===== src/design/itrd_pkg.sv =====
// ----------------------------------------------------------------------------
// itrd_pkg
// Shared types, constants and helpers of the integer to radix digits unit.
// ----------------------------------------------------------------------------
package itrd_pkg;

    localparam int VALUE_BITS_DEF = 64;
    localparam int MAX_RADIX_DEF  = 16;

    localparam int RADIX_W = 5;
    localparam int DIGIT_W = 4;
    localparam int CHAR_W  = 7;

    localparam logic [RADIX_W-1:0] DEC_RADIX = 5'd10;
    localparam logic [RADIX_W-1:0] MIN_RADIX = 5'd2;

    localparam logic [DIGIT_W-1:0] DIGIT_TEN = 4'd10;

    localparam logic [CHAR_W-1:0] CHAR_ZERO  = 7'h30;
    localparam logic [CHAR_W-1:0] CHAR_A     = 7'h41;
    localparam logic [CHAR_W-1:0] CHAR_MINUS = 7'h2D;

    typedef struct packed {
        logic clear;
        logic shift;
        logic feed_valid;
        logic feed_bit;
    } chain_ctrl_t;

    typedef enum logic [2:0] {
        ST_IDLE = 3'b001,
        ST_CONV = 3'b010,
        ST_EMIT = 3'b100
    } state_t;

    function automatic logic [CHAR_W-1:0] digit_char(input logic [DIGIT_W-1:0] d);
        logic [CHAR_W-1:0] c;
        if (d < DIGIT_TEN) begin
            c = CHAR_ZERO + CHAR_W'(d);
        end else begin
            c = CHAR_A + CHAR_W'(d - DIGIT_TEN);
        end
        return c;
    endfunction

endpackage


===== src/design/itrd_digit_cell.sv =====
// ----------------------------------------------------------------------------
// itrd_digit_cell
// One digit of the systolic doubler: doubles its digit modulo the base and
// adds the carry from the cell below, shifts digits toward the top, or clears.
// ----------------------------------------------------------------------------
module itrd_digit_cell
    import itrd_pkg::*;
(
    input  logic               aclk,
    input  logic               aresetn,
    input  chain_ctrl_t        ctrl,
    input  logic [RADIX_W-1:0] base,
    input  logic               carry_in,
    input  logic               valid_in,
    input  logic [DIGIT_W-1:0] shift_in,
    output logic [DIGIT_W-1:0] digit,
    output logic               carry_out,
    output logic               valid_out
);

    logic [DIGIT_W-1:0] digit_reg, digit_next;
    logic               carry_reg, carry_next;
    logic               valid_reg, valid_next;
    logic [RADIX_W-1:0] sum;
    logic               wrap;

    assign sum  = RADIX_W'({digit_reg, carry_in});
    assign wrap = (sum >= base);

    always_comb begin
        digit_next = digit_reg;
        carry_next = carry_reg;
        valid_next = valid_in;
        if (ctrl.clear) begin
            digit_next = '0;
            carry_next = 1'b0;
            valid_next = 1'b0;
        end else if (ctrl.shift) begin
            digit_next = shift_in;
        end else if (valid_in) begin
            digit_next = wrap ? DIGIT_W'(sum - base) : DIGIT_W'(sum);
            carry_next = wrap;
        end
    end

    always_ff @(posedge aclk) begin
        if (!aresetn) begin
            valid_reg <= 1'b0;
        end else begin
            valid_reg <= valid_next;
        end
        digit_reg <= digit_next;
        carry_reg <= carry_next;
    end

    assign digit     = digit_reg;
    assign carry_out = carry_reg;
    assign valid_out = valid_reg;

endmodule


===== src/design/itrd_digit_chain.sv =====
// ----------------------------------------------------------------------------
// itrd_digit_chain
// Row of digit cells, least significant first; magnitude bits enter at the
// bottom one per cycle and carries ripple up one cell per cycle.
// ----------------------------------------------------------------------------
module itrd_digit_chain
    import itrd_pkg::*;
#(
    parameter int NUM_DIGITS = VALUE_BITS_DEF
) (
    input  logic               aclk,
    input  logic               aresetn,
    input  chain_ctrl_t        ctrl,
    input  logic [RADIX_W-1:0] base,
    output logic [DIGIT_W-1:0] top_digit
);

    logic [DIGIT_W-1:0] digit_w [NUM_DIGITS];
    logic               carry_w [NUM_DIGITS];
    logic               valid_w [NUM_DIGITS];

    for (genvar i = 0; i < NUM_DIGITS; i++) begin : g_cell
        if (i == 0) begin : g_bottom
            itrd_digit_cell u_cell (
                .aclk      (aclk),
                .aresetn   (aresetn),
                .ctrl      (ctrl),
                .base      (base),
                .carry_in  (ctrl.feed_bit),
                .valid_in  (ctrl.feed_valid),
                .shift_in  ('0),
                .digit     (digit_w[i]),
                .carry_out (carry_w[i]),
                .valid_out (valid_w[i])
            );
        end else begin : g_upper
            itrd_digit_cell u_cell (
                .aclk      (aclk),
                .aresetn   (aresetn),
                .ctrl      (ctrl),
                .base      (base),
                .carry_in  (carry_w[i-1]),
                .valid_in  (valid_w[i-1]),
                .shift_in  (digit_w[i-1]),
                .digit     (digit_w[i]),
                .carry_out (carry_w[i]),
                .valid_out (valid_w[i])
            );
        end
    end

    assign top_digit = digit_w[NUM_DIGITS-1];

endmodule


===== src/design/integer_to_radix_digits_unit.sv =====
// ----------------------------------------------------------------------------
// integer_to_radix_digits_unit
// Converts a signed integer to upper-case ASCII digits in base 2 to 16,
// most significant first, with a minus sign in base 10.
// ----------------------------------------------------------------------------
//  channel   direction  handshake          payload
//  s_        in         s_valid / s_ready  s_value, s_radix
//  m_        out        m_valid / m_ready  m_character, m_last
//
//  Conversion: the systolic doubling chain takes one magnitude bit per cycle.
//  Emit: each of the VALUE_BITS digit positions is sent or, while a leading
//  zero, dropped one per cycle; the last is always sent, after the sign if due.
//  Reset clears control state; the digit chain is cleared on each transfer in.
//  A stall on m_ready holds sign and digit output; s_ready is high only when idle.
// ----------------------------------------------------------------------------
module integer_to_radix_digits_unit
    import itrd_pkg::*;
#(
    parameter int VALUE_BITS = VALUE_BITS_DEF,
    parameter int MAX_RADIX  = MAX_RADIX_DEF
) (
    input  logic                         aclk,
    input  logic                         aresetn,
    input  logic                         s_valid,
    output logic                         s_ready,
    input  logic signed [VALUE_BITS-1:0] s_value,
    input  logic        [RADIX_W-1:0]    s_radix,
    output logic                         m_valid,
    input  logic                         m_ready,
    output logic        [CHAR_W-1:0]     m_character,
    output logic                         m_last
);

    localparam int NUM_DIGITS = VALUE_BITS;
    localparam int CNT_W      = $clog2(VALUE_BITS + NUM_DIGITS);
    localparam int REM_W      = $clog2(NUM_DIGITS + 1);
    localparam logic [CNT_W-1:0] CONV_LAST = CNT_W'(VALUE_BITS + NUM_DIGITS - 2);
    localparam logic [CNT_W-1:0] FEED_END  = CNT_W'(VALUE_BITS);
    localparam logic [REM_W-1:0] REM_FULL  = REM_W'(NUM_DIGITS);
    localparam logic [REM_W-1:0] REM_ONE   = REM_W'(1);
    localparam logic [RADIX_W-1:0] RADIX_CAP = RADIX_W'(MAX_RADIX);

    state_t                 state_reg, state_next;
    logic [CNT_W-1:0]       cnt_reg, cnt_next;
    logic [VALUE_BITS-1:0]  mag_reg, mag_next;
    logic [RADIX_W-1:0]     base_reg, base_next;
    logic                   sign_pending_reg, sign_pending_next;
    logic                   lead_seen_reg, lead_seen_next;
    logic [REM_W-1:0]       rem_reg, rem_next;
    logic                   m_valid_reg, m_valid_next;
    logic [CHAR_W-1:0]      m_char_reg, m_char_next;
    logic                   m_last_reg, m_last_next;

    logic [VALUE_BITS-1:0]  in_bits;
    logic                   in_neg;
    logic [VALUE_BITS-1:0]  in_mag;
    logic [RADIX_W-1:0]     radix_dec;
    logic [RADIX_W-1:0]     radix_eff;
    logic                   in_xfer;
    logic                   out_free;
    logic                   in_emit;
    logic                   emit_sign;
    logic                   skip_zero;
    logic                   emit_digit;
    logic [DIGIT_W-1:0]     top_digit;
    chain_ctrl_t            chain_ctrl;

    assign in_bits   = s_value;
    assign in_neg    = in_bits[VALUE_BITS-1];
    assign in_mag    = in_neg ? (~in_bits + VALUE_BITS'(1)) : in_bits;
    assign radix_dec = (s_radix < MIN_RADIX) ? DEC_RADIX : s_radix;
    assign radix_eff = (radix_dec > RADIX_CAP) ? RADIX_CAP : radix_dec;

    assign s_ready  = (state_reg == ST_IDLE);
    assign in_xfer  = s_valid && s_ready;
    assign out_free = !m_valid_reg || m_ready;
    assign in_emit  = (state_reg == ST_EMIT);

    assign emit_sign  = in_emit && sign_pending_reg && out_free;
    assign skip_zero  = in_emit && !sign_pending_reg && !lead_seen_reg
                        && (top_digit == '0) && (rem_reg > REM_ONE);
    assign emit_digit = in_emit && !sign_pending_reg && !skip_zero && out_free;

    assign chain_ctrl.clear      = in_xfer;
    assign chain_ctrl.shift      = skip_zero || emit_digit;
    assign chain_ctrl.feed_valid = (state_reg == ST_CONV) && (cnt_reg < FEED_END);
    assign chain_ctrl.feed_bit   = mag_reg[VALUE_BITS-1];

    itrd_digit_chain #(
        .NUM_DIGITS (NUM_DIGITS)
    ) u_chain (
        .aclk      (aclk),
        .aresetn   (aresetn),
        .ctrl      (chain_ctrl),
        .base      (base_reg),
        .top_digit (top_digit)
    );

    always_comb begin
        state_next        = state_reg;
        cnt_next          = cnt_reg;
        mag_next          = mag_reg;
        base_next         = base_reg;
        sign_pending_next = sign_pending_reg;
        lead_seen_next    = lead_seen_reg;
        rem_next          = rem_reg;
        m_valid_next      = m_valid_reg;
        m_char_next       = m_char_reg;
        m_last_next       = m_last_reg;

        if (m_ready) begin
            m_valid_next = 1'b0;
        end

        unique case (state_reg)
            ST_IDLE: begin
                if (in_xfer) begin
                    state_next        = ST_CONV;
                    cnt_next          = '0;
                    mag_next          = in_mag;
                    base_next         = radix_eff;
                    sign_pending_next = in_neg && (radix_eff == DEC_RADIX);
                    lead_seen_next    = 1'b0;
                    rem_next          = REM_FULL;
                end
            end
            ST_CONV: begin
                cnt_next = cnt_reg + CNT_W'(1);
                if (chain_ctrl.feed_valid) begin
                    mag_next = {mag_reg[VALUE_BITS-2:0], 1'b0};
                end
                if (cnt_reg == CONV_LAST) begin
                    state_next = ST_EMIT;
                end
            end
            ST_EMIT: begin
                if (emit_sign) begin
                    sign_pending_next = 1'b0;
                    m_valid_next      = 1'b1;
                    m_char_next       = CHAR_MINUS;
                    m_last_next       = 1'b0;
                end else if (skip_zero) begin
                    rem_next = rem_reg - REM_ONE;
                end else if (emit_digit) begin
                    rem_next       = rem_reg - REM_ONE;
                    lead_seen_next = 1'b1;
                    m_valid_next   = 1'b1;
                    m_char_next    = digit_char(top_digit);
                    m_last_next    = (rem_reg == REM_ONE);
                    if (rem_reg == REM_ONE) begin
                        state_next = ST_IDLE;
                    end
                end
            end
            default: begin
                state_next = ST_IDLE;
            end
        endcase
    end

    always_ff @(posedge aclk) begin
        if (!aresetn) begin
            state_reg        <= ST_IDLE;
            cnt_reg          <= '0;
            sign_pending_reg <= 1'b0;
            lead_seen_reg    <= 1'b0;
            rem_reg          <= '0;
            m_valid_reg      <= 1'b0;
        end else begin
            state_reg        <= state_next;
            cnt_reg          <= cnt_next;
            sign_pending_reg <= sign_pending_next;
            lead_seen_reg    <= lead_seen_next;
            rem_reg          <= rem_next;
            m_valid_reg      <= m_valid_next;
        end
        mag_reg    <= mag_next;
        base_reg   <= base_next;
        m_char_reg <= m_char_next;
        m_last_reg <= m_last_next;
    end

    assign m_valid     = m_valid_reg;
    assign m_character = m_char_reg;
    assign m_last      = m_last_reg;

`ifndef SYNTHESIS
    a_emit_has_digits: assert property (@(posedge aclk) disable iff (!aresetn)
        (state_reg == ST_EMIT) |-> (rem_reg != '0))
        else $error("emit phase with no digit positions left");

    a_last_ends_item: assert property (@(posedge aclk) disable iff (!aresetn)
        (emit_digit && (rem_reg == REM_ONE)) |=> (state_reg == ST_IDLE))
        else $error("final digit did not return to idle");

    a_accept_starts_conv: assert property (@(posedge aclk) disable iff (!aresetn)
        in_xfer |=> (state_reg == ST_CONV) && (cnt_reg == '0))
        else $error("transfer in did not start conversion");

    a_sign_not_last: assert property (@(posedge aclk) disable iff (!aresetn)
        (m_valid_reg && (m_char_reg == CHAR_MINUS)) |-> !m_last_reg)
        else $error("minus sign flagged as final character");
`endif

endmodule

===== config.mk =====
export PLATFORM = sky130hd
export DESIGN_NAME = integer_to_radix_digits_unit
export DESIGN_NICKNAME = d
export VERILOG_FILES = /design/src/design/itrd_pkg.sv /design/src/design/itrd_digit_cell.sv /design/src/design/itrd_digit_chain.sv /design/src/design/integer_to_radix_digits_unit.sv
export SDC_FILE = /design/constraint.sdc
export NUM_CORES = 2
export LEC_CHECK = 0
export BUFFER_PORTS_ARGS = -buffer_cell sky130_fd_sc_hd__buf_4
export CORE_UTILIZATION = 51
export CTS_BUF_LIST = sky130_fd_sc_hd__clkbuf_4
export CTS_CLUSTER_DIAMETER = 60
export CTS_CLUSTER_SIZE = 10
export DETAILED_ROUTE_END_ITERATION = 12
export PLACE_DENSITY = 0.67
export SYNTH_ARGS = -nofsm -noshare
export SYNTH_HDL_FRONTEND = slang
export SYNTH_SLANG_ARGS = --single-unit

===== constraint.sdc =====
create_clock -name aclk -period 7.8 [get_ports aclk]
set_input_delay 1.56 -clock aclk [delete_from_list [all_inputs] [get_ports aclk]]
set_output_delay 1.56 -clock aclk [all_outputs]
set_load 0.02 [all_outputs]

==> results.sh <==
export IMPL_cp_cell_sequence="buf_4 -> inv_1 -> ha_1 -> or4b_1 -> or3_1 -> or4_1 -> o41ai_1 -> xor2_1 -> a21oi_1"
export IMPL_drv_cap=0
export IMPL_overflow=0
export IMPL_finalNetCount=4429
export IMPL_grt_pass1_wl_mm=140
export IMPL_hold_viol_final=0
export IMPL_clk_path_buf_depth=3
export IMPL_synth_compound_area_share_pct=28.6
export IMPL_clk_latency_ns=0.89
export IMPL_cts_resized=0
export IMPL_synth_area_leader_cell="dfxtp_1"
export IMPL_synth_area_per_cell_um2=8.41
export IMPL_fin_setup_tns_ns=0
export IMPL_synth_xor_xnor_area_share_pct=3.86
export IMPL_fillCellCount=6236
export IMPL_viasPerCell=6.07
export IMPL_start_util_pct=51.9
export IMPL_cts_root_buffer="clkbuf_4"
export IMPL_slew_violations=0
export IMPL_post_cts_setup_buffer_count=0
export IMPL_dp_final_hpwl_mm=51.5
export IMPL_min_path_type="flop to flop"
export IMPL_ioPinCount=83
export IMPL_synth_area_um2=33600
export IMPL_dpl_worst_slack_ns=3.06
export IMPL_cts_buffers=58
export IMPL_worstPathRequired_ns=8.39
export IMPL_synth_net_count=4460
export IMPL_avgRoutedWirePerCell_um=17.0
export IMPL_drt_pass1_iter_count=5
export IMPL_r2r_slack_ns=4.14
export IMPL_grt_max_degree=243
export IMPL_synthTopCellsByArea="dfxtp_1, ha_1, edfxtp_1"
export IMPL_worst_pin_slew_ns=1.12
export IMPL_status="complete, no violations"
export IMPL_utilization_pct=54.9
export IMPL_finalWeightedCongestion=0.864
export IMPL_cp_arrival_ns=4.46
export IMPL_core_area_um2=64700
export IMPL_cts_tree="built"
export IMPL_vdd_ir_drop_max_uv=126
export IMPL_ys_flop_type="dfxtp_1"
export IMPL_synthArstFlopShare_pct=0
export IMPL_synth_top_family_by_area="compound AO/OA/AOI/OAI gates"
export IMPL_end_kind="flop"
export IMPL_hold_buffers=0
export IMPL_drt_drc_violations_left=0
export IMPL_rsz0062_at_grt="false"
export IMPL_die_h_um=259
export IMPL_synthSimpleGateAreaFrac_pct=13.4
export IMPL_crit_type="input pin to flop"
export IMPL_wl_mm=82.5
export IMPL_largest_register_ffs=252
export IMPL_synth_edf_count=77
export IMPL_synth_top_area_share_pct=24.0
export IMPL_synth_distinct_cells=67
export IMPL_leakagePower_nw=14.2
export IMPL_antenna_found_initial=2
export IMPL_cts_clk_slew_worst_paths_ns=0.11
export IMPL_synth_cells=3993
export IMPL_period_share_pct=49.5
export IMPL_fmax_ghz=0.259
export IMPL_critPathLaunchType="input pin"
export IMPL_slowest_stage="or4_1"
export IMPL_syn_to_final_growth_pct=5.71
export IMPL_setup_ws_ns=3.94
export IMPL_via_count=29400
export IMPL_min_period_ns=3.86
export IMPL_layout_drive_gt1_share_pct=5.79
export IMPL_cp_max_fo=11
export IMPL_synth_fa_ha_area_share_pct=16.1
export IMPL_seq_area_frac_synth_pct=30.9
export IMPL_cpPeakStageDelay_ns=0.80
export IMPL_ys_ff_latch=479
export IMPL_rows=93
export IMPL_drt_iter0_markers=1740
export IMPL_cts_sinks=479
export IMPL_yosys_warnings=0
export IMPL_synthMuxAreaShare_pct=1.68
export IMPL_finClkSkew_ns=0.0443
export IMPL_max_slew_margin_pct=24.5
export IMPL_die_w_um=259
export IMPL_numPortBuffers=82
export IMPL_grt_usage_pct=24.5
export IMPL_setup_viol=0
export IMPL_cts_max_level=2
export IMPL_antenna_left=0
export IMPL_die_area_um2=66900
export IMPL_grt_pass1_vias=28100
export IMPL_powerDensity_nw_per_um2=151
-- cell type report --
type / instances / area [um2] / area share [%]
Sequential cell: 479 / 10400 / 29.2
Timing Repair Buffer: 98 / 786 / 2.21
Inverter: 300 / 1150 / 3.23
Antenna cell: 2 / 5.00 / 0.0141
Clock inverter: 15 / 126 / 0.356
Tap cell: 855 / 1070 / 3.01
Clock buffer: 76 / 571 / 1.61
Multi-Input combinational cell: 3025 / 21400 / 60.4
-- kinds of logic (layout without fill, tap and decap cells) --
group	Yosys count	count (layout)
flip-flops	479	479
other	0	2
adder cells (fa/ha/maj)	394	394
AO/OA/AOI/OAI	1508	1508
buffers and inverters	489	489
multiplexers	56	56
AND/OR/NAND/NOR	919	919
XOR/XNOR	148	148
-- synth_stat cells, types with 10 or more instances --
cell and instances:
o21a_1 23, inv_1 299, nor2b_1 33, nand2b_1 94, clkbuf_1 140, or2_2 13
o22a_1 15, o31ai_1 61, xnor2_1 54, or3_1 33, a211o_1 10, a2111oi_0 10
a311oi_1 46, o31a_1 12, nor2_1 216, o21ai_0 350, a21o_1 35, a21boi_0 36
a21oi_1 445, fa_1 64, ha_1 330, xor2_1 94, a31oi_1 63, and3_1 55
a211oi_1 104, and2_1 37, o221ai_1 50, mux2i_1 52, o22ai_1 31, a221oi_1 15
nand4_1 32, or4_1 11, edfxtp_1 77, nand3_1 75, o41ai_1 20, nor3b_1 10
o211ai_1 107, buf_1 48, dfxtp_1 402, nor3_1 42, nand2_1 249, a41o_1 36
-- where the power goes --
group | switching (mW) | internal (mW) | total (mW)
Sequential | 0.0378 | 2.61 | 2.65
Clock | 0.909 | 0.519 | 1.43
Combinational | 0.822 | 0.476 | 1.30
-- path summary, 6_finish.rpt --
| path | endpoint | startpoint | cells past startpoint |
|---|---|---|---|
| setup reg to reg | u_chain.g_cell[27].g_upper.u_cell.digit[1] | base_reg[1] | 8 |
| hold / removal | u_chain.g_cell[31].g_upper.u_cell.digit[2] | u_chain.g_cell[31].g_upper.u_cell.digit[1] | 2 |
| setup / recovery | mag_reg[52] | s_value[0] | 9 |
| hold reg to reg | u_chain.g_cell[31].g_upper.u_cell.digit[2] | u_chain.g_cell[31].g_upper.u_cell.digit[1] | 2 |
-- critical path, delay by kind of cell --
kind            cells  cell delay [ns]
xor+xnor            1             0.20
fa+ha+maj           1             0.21
simple gates        3             1.77
buf+inv             2             0.19
compound gates      2             0.53
-- metal layers --
layer,track usage [%],vias to the layer above,share of wire (%)
met5,0,-,0
met4,6.49,0,2.0
met3,2.51,115,3.7
met2,40.5,540,45
met1,34.1,14000,49
li1,-,14800,-
-- stage by stage --
step | hold WS [ns] | total power, mW | cell area, um2 | cells
6_report | 0.479 | 5.38 | 35500 | 4850
5_1_grt | 0.486 | 5.70 | 35500 | 4850
2_1_floorplan | 0.438 | 3.65 | 33600 | 3993
3_5_place_dp | 0.465 | 4.00 | 34800 | 4757
4_1_cts | 0.479 | 5.44 | 35500 | 4848
3_3_place_gp | 0.458 | 3.98 | 34800 | 4757
-- placed cells by master (no fill, tap or decap), types with 104 or more instances in the layout --
cell type	instances
a211oi_1	104
a21oi_1	444
dfxtp_1	402
ha_1	330
inv_1	295
nand2_1	247
nor2_1	216
o211ai_1	107
o21ai_0	349
Power figures use the tool's default switching activity.
